[config.mk]
export PLATFORM = sky130hd
export DESIGN_NAME = msb_front
export DESIGN_NICKNAME = d
export VERILOG_FILES = /design/src/rtl/core/msb_pkg.sv /design/src/rtl/core/msb_front.sv
export SDC_FILE = /design/constraint.sdc
export NUM_CORES = 1
export LEC_CHECK = 0
export ABC_AREA = 0
export BUFFER_PORTS_ARGS = -buffer_cell sky130_fd_sc_hd__buf_2
export CORE_UTILIZATION = 47
export DETAILED_ROUTE_END_ITERATION = 7
export PLACE_DENSITY = 0.79
export SLEW_MARGIN = 20
export SYNTH_ARGS = -nofsm -noshare
export SYNTH_HDL_FRONTEND = slang
export SYNTH_SLANG_ARGS = --single-unit
[constraint.sdc]
create_clock -name clk -period 2.8 [get_ports clk]
set_input_delay 0.14 -clock clk [delete_from_list [all_inputs] [get_ports clk]]
set_output_delay 0.14 -clock clk [all_outputs]
set_load 0.05 [all_outputs]
[src/rtl/core/msb_pkg.sv]
// Package for the multiset bag store: operation, status and state types,
// item format between front and back, and IEEE-754 equality helper.
// No dependencies.
package msb_pkg;

    localparam int VAL_W   = 64;
    localparam int KIND_W  = 3;
    localparam int CNT_O_W = 7;

    // Input kind codes
    localparam logic [KIND_W-1:0] KIND_ADD    = 3'd0;
    localparam logic [KIND_W-1:0] KIND_POP    = 3'd1;
    localparam logic [KIND_W-1:0] KIND_REMOVE = 3'd2;
    localparam logic [KIND_W-1:0] KIND_CLEAR  = 3'd3;
    localparam logic [KIND_W-1:0] KIND_QUERY  = 3'd4;

    typedef enum logic [2:0] {
        OP_ADD,
        OP_POP,
        OP_REMOVE,
        OP_CLEAR,
        OP_QUERY,
        OP_NONE
    } op_t;

    typedef enum logic [1:0] {
        ST_OK        = 2'd0,
        ST_EMPTY     = 2'd1,
        ST_FULL      = 2'd2,
        ST_NOT_FOUND = 2'd3
    } status_t;

    typedef enum logic [2:0] {
        B_IDLE,
        B_POP,
        B_SCAN,
        B_MOVE_RD,
        B_MOVE_WR
    } back_state_t;

    // Classified item as held in the queue
    typedef struct packed {
        op_t               op;
        logic [VAL_W-1:0]  value;
        logic              val_nan;
        logic              val_zero;
    } cmd_t;

    function automatic logic is_nan(input logic [VAL_W-1:0] a);
        is_nan = (a[62:52] == 11'h7FF) && (a[51:0] != 52'd0);
    endfunction

    function automatic logic is_zero(input logic [VAL_W-1:0] a);
        is_zero = (a[62:0] == 63'd0);
    endfunction

    // IEEE equality of a stored entry with a pre-classified value
    function automatic logic fp_match(input logic [VAL_W-1:0] entry,
                                      input logic [VAL_W-1:0] value,
                                      input logic             val_nan,
                                      input logic             val_zero);
        if (val_nan || is_nan(entry))
            fp_match = 1'b0;
        else if (val_zero && is_zero(entry))
            fp_match = 1'b1;
        else
            fp_match = (entry == value);
    endfunction

endpackage

[src/rtl/core/msb_front.sv]
// Front end: accepts items, classifies kind and value, and holds them in
// a two-entry queue for the back end. Depends on msb_pkg.
module msb_front (
    input  logic                          clk,
    input  logic                          rst_n,
    input  logic                          start,
    output logic                          busy,
    input  logic [msb_pkg::KIND_W-1:0]    kind,
    input  logic [msb_pkg::VAL_W-1:0]     value,
    output logic                          q_valid,
    output msb_pkg::cmd_t                 q_head,
    input  logic                          q_pop
);
    import msb_pkg::*;

    cmd_t        slot_reg [2];
    logic        wr_ptr_reg, wr_ptr_next;
    logic        rd_ptr_reg, rd_ptr_next;
    logic [1:0]  fill_reg, fill_next;
    logic        push;
    cmd_t        cmd_in;

    // classify the incoming item
    always_comb
    begin
        case (kind)
            KIND_ADD:    cmd_in.op = OP_ADD;
            KIND_POP:    cmd_in.op = OP_POP;
            KIND_REMOVE: cmd_in.op = OP_REMOVE;
            KIND_CLEAR:  cmd_in.op = OP_CLEAR;
            KIND_QUERY:  cmd_in.op = OP_QUERY;
            default:     cmd_in.op = OP_NONE;
        endcase
        cmd_in.value    = value;
        cmd_in.val_nan  = is_nan(value);
        cmd_in.val_zero = is_zero(value);
    end

    assign busy    = (fill_reg == 2'd2);
    assign push    = start && !busy;
    assign q_valid = (fill_reg != 2'd0);
    assign q_head  = slot_reg[rd_ptr_reg];

    // queue pointers
    always_comb
    begin
        wr_ptr_next = wr_ptr_reg ^ push;
        rd_ptr_next = rd_ptr_reg ^ (q_pop && q_valid);
        fill_next   = fill_reg + 2'(push) - 2'(q_pop && q_valid);
    end

    always_ff @(posedge clk or negedge rst_n)
    begin
        if (!rst_n)
        begin
            wr_ptr_reg <= 1'b0;
            rd_ptr_reg <= 1'b0;
            fill_reg   <= 2'd0;
        end
        else
        begin
            wr_ptr_reg <= wr_ptr_next;
            rd_ptr_reg <= rd_ptr_next;
            fill_reg   <= fill_next;
        end
    end

    // queue payload
    always_ff @(posedge clk)
    begin
        if (push)
            slot_reg[wr_ptr_reg] <= cmd_in;
    end

endmodule

# Word-level counts from Yosys, hierarchy flattened
# Memories as Yosys holds them, arrays and structs flattened.
# Index checks and enable logic that the tools add are counted.
# word_totals
register_bits	4
ramBits	138
input_bits	71
out_inout_bits	71
word_cells	25
mem_count	1
# classes
addsub	2
eq_ne	6
muxes	3
bitwise	2
n_reduce_logical	8
# memory_table
memory	depth	width	read_ports	rd_clocked_by_memory_dff	wr	line	text
slot_reg	2	69	1	0	1	msb_front.sv:16	cmd_t slot_reg [2];
# op_table
op	count
$logic_not A63 Y1	1
$reduce_bool A52 Y1	1
$pmux W3 S5	1
$eq A11 B11 Y1 const B	1
$eq A3 B2 Y1 const B	2
$eq A3 B1 Y1 const B	1
$eq A3 B3 Y1 const B	1
$logic_and A1 B1 Y1	3
$logic_not A3 Y1	1
$add A2 B1 Y2	1
$eq A2 B2 Y1 const B	1
$mux W1	2
$reduce_bool A2 Y1	1
$sub A2 B1 Y2	1
$xor A1 B1 Y1	2
$logic_not A1 Y1	1

# Longest topological paths before layout
# depth
depth_word	5
ltp_mapped	7

# Worst setup path before layout
# Ideal clock, no wire load.
# synth_timing
kind	flip-flop to flip-flop
start	reg fill_reg[1]
end	mem slot_reg[1][0] (netlist name) (enable)
setup_time_ns	0.435
t_arrival_ns	2.267
slack_ns	0.098
stages_incl_launch_ff	5
period_less_slack_ns	2.702
path_cell_list	dfrtp_1 -> nand2b_1 -> nand2_1 -> inv_1 -> ha_1
# synth_between
elab_chain_len	5
# synth_lines
item	line	text
from (decl)	msb_front.sv:19	logic [1:0] fill_reg, fill_next;
from (signal assigned)	msb_front.sv:64	fill_reg <= fill_next;
$eq A2 B2 Y1	msb_front.sv:39	assign busy = (fill_reg == 2'd2);
$logic_not A1 Y1	msb_front.sv:40	assign push = start && !busy;
$logic_and A1 B1 Y1	msb_front.sv:40	
$mux W1	msb_front.sv:71	if (push)
$mux W1 (implied by the code)	msb_front.sv:72	slot_reg[wr_ptr_reg] <= cmd_in;
to (decl)	msb_front.sv:16	
# No other way between the ends.

==> impl_metrics.py <==
metrics = {
    "cts": {
        "root_buffer": "clkbuf_16",
        "cts_tree": "built",
        "h-tree-depth": 4,
        "cts_buffers": 17,
        "worstSkewPairLatency_ps": 400,
        "cts.sinks": 142,
        "cts_max_path_buffers": 2,
        "path_clk_slew_ps": 50,
    },
    "worst_setup_path": {
        "r2r-start": "fill_reg[0]",
        "path_max_fanout": 70,
        "critical_path.top_delay_family": "buffers and inverters",
        "cp-end-kind": "primary output",
        "crit_type": "flip-flop to primary output",
        "path_buf_inv": 2,
        "crit_chain": "buf_12 -> mux2_2 -> buf_2",
        "cp_num_cells": 3,
        "slowest_stage": "mux2_2",
        "critPathMaxStageDelay_ps": 400,
        "cp-start-kind": "flip-flop",
        "regToRegSetupSlack_ps": 970,
        "arrival_ps": 1760,
        "rr_endpoint": "slot_reg[1][45]",
        "endpoint": "q_head[12]",
        "critPathLaunch": "rd_ptr_reg",
        "crit_required_ps": 2660,
        "reg2regPathDepth": 5,
    },
    "global_routing": {
        "grt_pass1_vias": 3412,
        "grt_pass1_wl_mm": 16.44,
        "grt_overflow_total": 0,
        "antenna_found_initial": 0,
        "grt_max_degree": 71,
        "grt_use_total_pct": 19.38,
    },
    "die": {
        "die_height_um": 108.9,
        "std_cell_rows": 38,
        "die-area_um2": 11850,
        "io-pin-count": 142,
        "start_util_pct": 48.86,
        "coreArea_um2": 10980,
        "chipWidth_um": 108.9,
    },
    "layout": {
        "syn_to_final_growth_pct": 40.71,
        "fill_cells": 713,
        "layout_common_cells": "141 x buf_2, 138 x edfxtp_1, 69 x mux2_2",
        "n_antenna_cell": 0,
        "postLayoutCellArea_um2": 7551,
        "largest_reg_flops": 138,
        "drive_gt1_share_pct": 49.70,
        "final_util_pct": 68.75,
        "nets": 559,
        "layout_commonest_cell": "buf_2",
        "instances_no_fill": 635,
    },
    "status": {
        "status": "finished clean",
    },
    "detailed_routing": {
        "first_iter_violations": 134,
        "vias": 3226,
        "drc": 0,
        "wl_per_cell_um": 17.08,
        "ant_nets": 0,
        "routed_wl_mm": 10.85,
        "drt-pass1-iter-count": 4,
        "vias_per_cell": 5.080,
    },
    "timing": {
        "finalSetupTns_ps": 0,
        "hold_viol": 0,
        "slew_viol_final": 0,
        "period_minus_slack_ps": 1903,
        "rsz0062_at_grt": "false",
        "tightest_slew_ps": 493.0,
        "finClkSkew_ps": 5.285,
        "post-route-period-util_pct": 67.95,
        "slew_headroom_pct": 67.13,
        "report.final.setup_viol": 0,
        "fmax_ghz": 0.5256,
    },
    "pwr": {
        "p_total_uw": 8834,
        "p_leak_uw": 0.002848,
        "peakVddDrop_v": 0.0007246,
        "powerDensity_nw_per_um2": 1170,
    },
    "yosys": {
        "yosysSeqAreaShare_pct": 79.09,
        "yosys_register_bits": 142,
        "ys_top_cells_by_area": "edfxtp_1 77%, mux2_2 14%, dfrtp_1 1.9%",
        "syn_nets": 339,
        "synth.distinct_cells": 21,
        "ys_warn_count": 0,
        "synth.avg_cell_area_um2": 20.33,
        "synth_top_area_share_pct": 77.22,
        "syn_inst": 264,
        "yosys.area.top_type": "edfxtp_1",
        "synth_area_um2": 5366,
    },
    "place": {
        "placed_area_um2": 6291,
        "place_congestion": 0.6941,
        "io_buffer_count": 141,
        "dp_cells": 539,
        "hpwl_mm": 6.366,
    },
    "run": {
        "cap_violations": 0,
    },
    "worst_hold_path": {
        "hold_class": "input port to flip-flop",
    },
}
[logic make-up after synthesis]
| group | count (synthesis) | synth area share (%) |
|---|---|---|
| buffers and inverters | 14 | 1.142 |
| muxes | 69 | 14.48 |
| AOI/OAI and AO/OA | 1 | 0.1399 |
| and+or+nand+nor | 31 | 3.731 |
| DFF | 142 | 79.09 |
| xor gates and xnor gates | 3 | 0.4897 |
| adders and majority gates | 4 | 0.9327 |
[stage by stage]
step / setup WS (ps) / hold slack [ps]
global route: 825.7 / 18.02
detailed placement: 953.5 / -44.41
global placement: 980.4 / -49.39
finish: 897.3 / 19.74
CTS: 879.8 / 16.96
floorplan: 98.14 / -155.6
[worst min path at each step]
stage	from	to	slack, ps	cells past startpoint
finish	kind[0]	slot_reg[1][66]	20	2
global route	kind[0]	slot_reg[0][66]	20	2
CTS	kind[0]	slot_reg[1][66]	20	2
detailed placement	rst_n	fill_reg[1]	-40	1
global placement	rst_n	fill_reg[1]	-50	1
floorplan	rst_n	fill_reg[0]	-160	0
[what timing repair did]
action / CTS / global route
hold endpoints to repair: 134 / 0
setup buffers: 0 / 0
gates resized for setup: 0 / 0
hold buffers: 66 / 0
[worst reg2reg max path, delay by kind of cell, from the launching register on]
kind,cells,cell delay (ps)
buf+inv,2,460
fa+ha+maj,1,470
simple gates,2,210
flops,1,370
[layer usage]
metal  up-vias  GRT usage [%]  part of all wire [%]
met5         -              0                     0
met4         0          10.81                   3.1
met3        28          5.918                   5.8
li1       1502              -                     -
met1      1571          21.02                    40
met2       125          33.73                    51
[cell usage after synthesis]
cell type and number:
and2_1 1, nand3_1 2, nor2b_1 1, nor4_1 15
dfrtp_1 4, a21o_1 1, inv_1 5, edfxtp_1 138
nand4_1 4, and4_1 1, nor4_2 2, or2_2 1
nor3_1 1, xor2_1 1, clkbuf_1 2, xnor2_1 2
nand2b_1 1, mux2_2 69, nand2_1 2, ha_1 4
buf_2 7
[final cells by class]
type | instances | area, um^2 | area share (%)
multi-input combinational | 108 | 1086 | 14.38
clock inverter | 13 | 173.9 | 2.303
tap | 140 | 175.2 | 2.320
sequential | 142 | 4245 | 56.22
inverter | 5 | 18.77 | 0.2486
timing repair buffer | 210 | 1426 | 18.89
clock buffer | 17 | 425.4 | 5.634
[where the power goes]
group	switching [uW]	total, uW	internal [uW]
Combinational	2530	3550	1020
Clock	790	2260	1470
Sequential	114	3020	2910
Note: power is estimated with default switching activity, not from simulation.
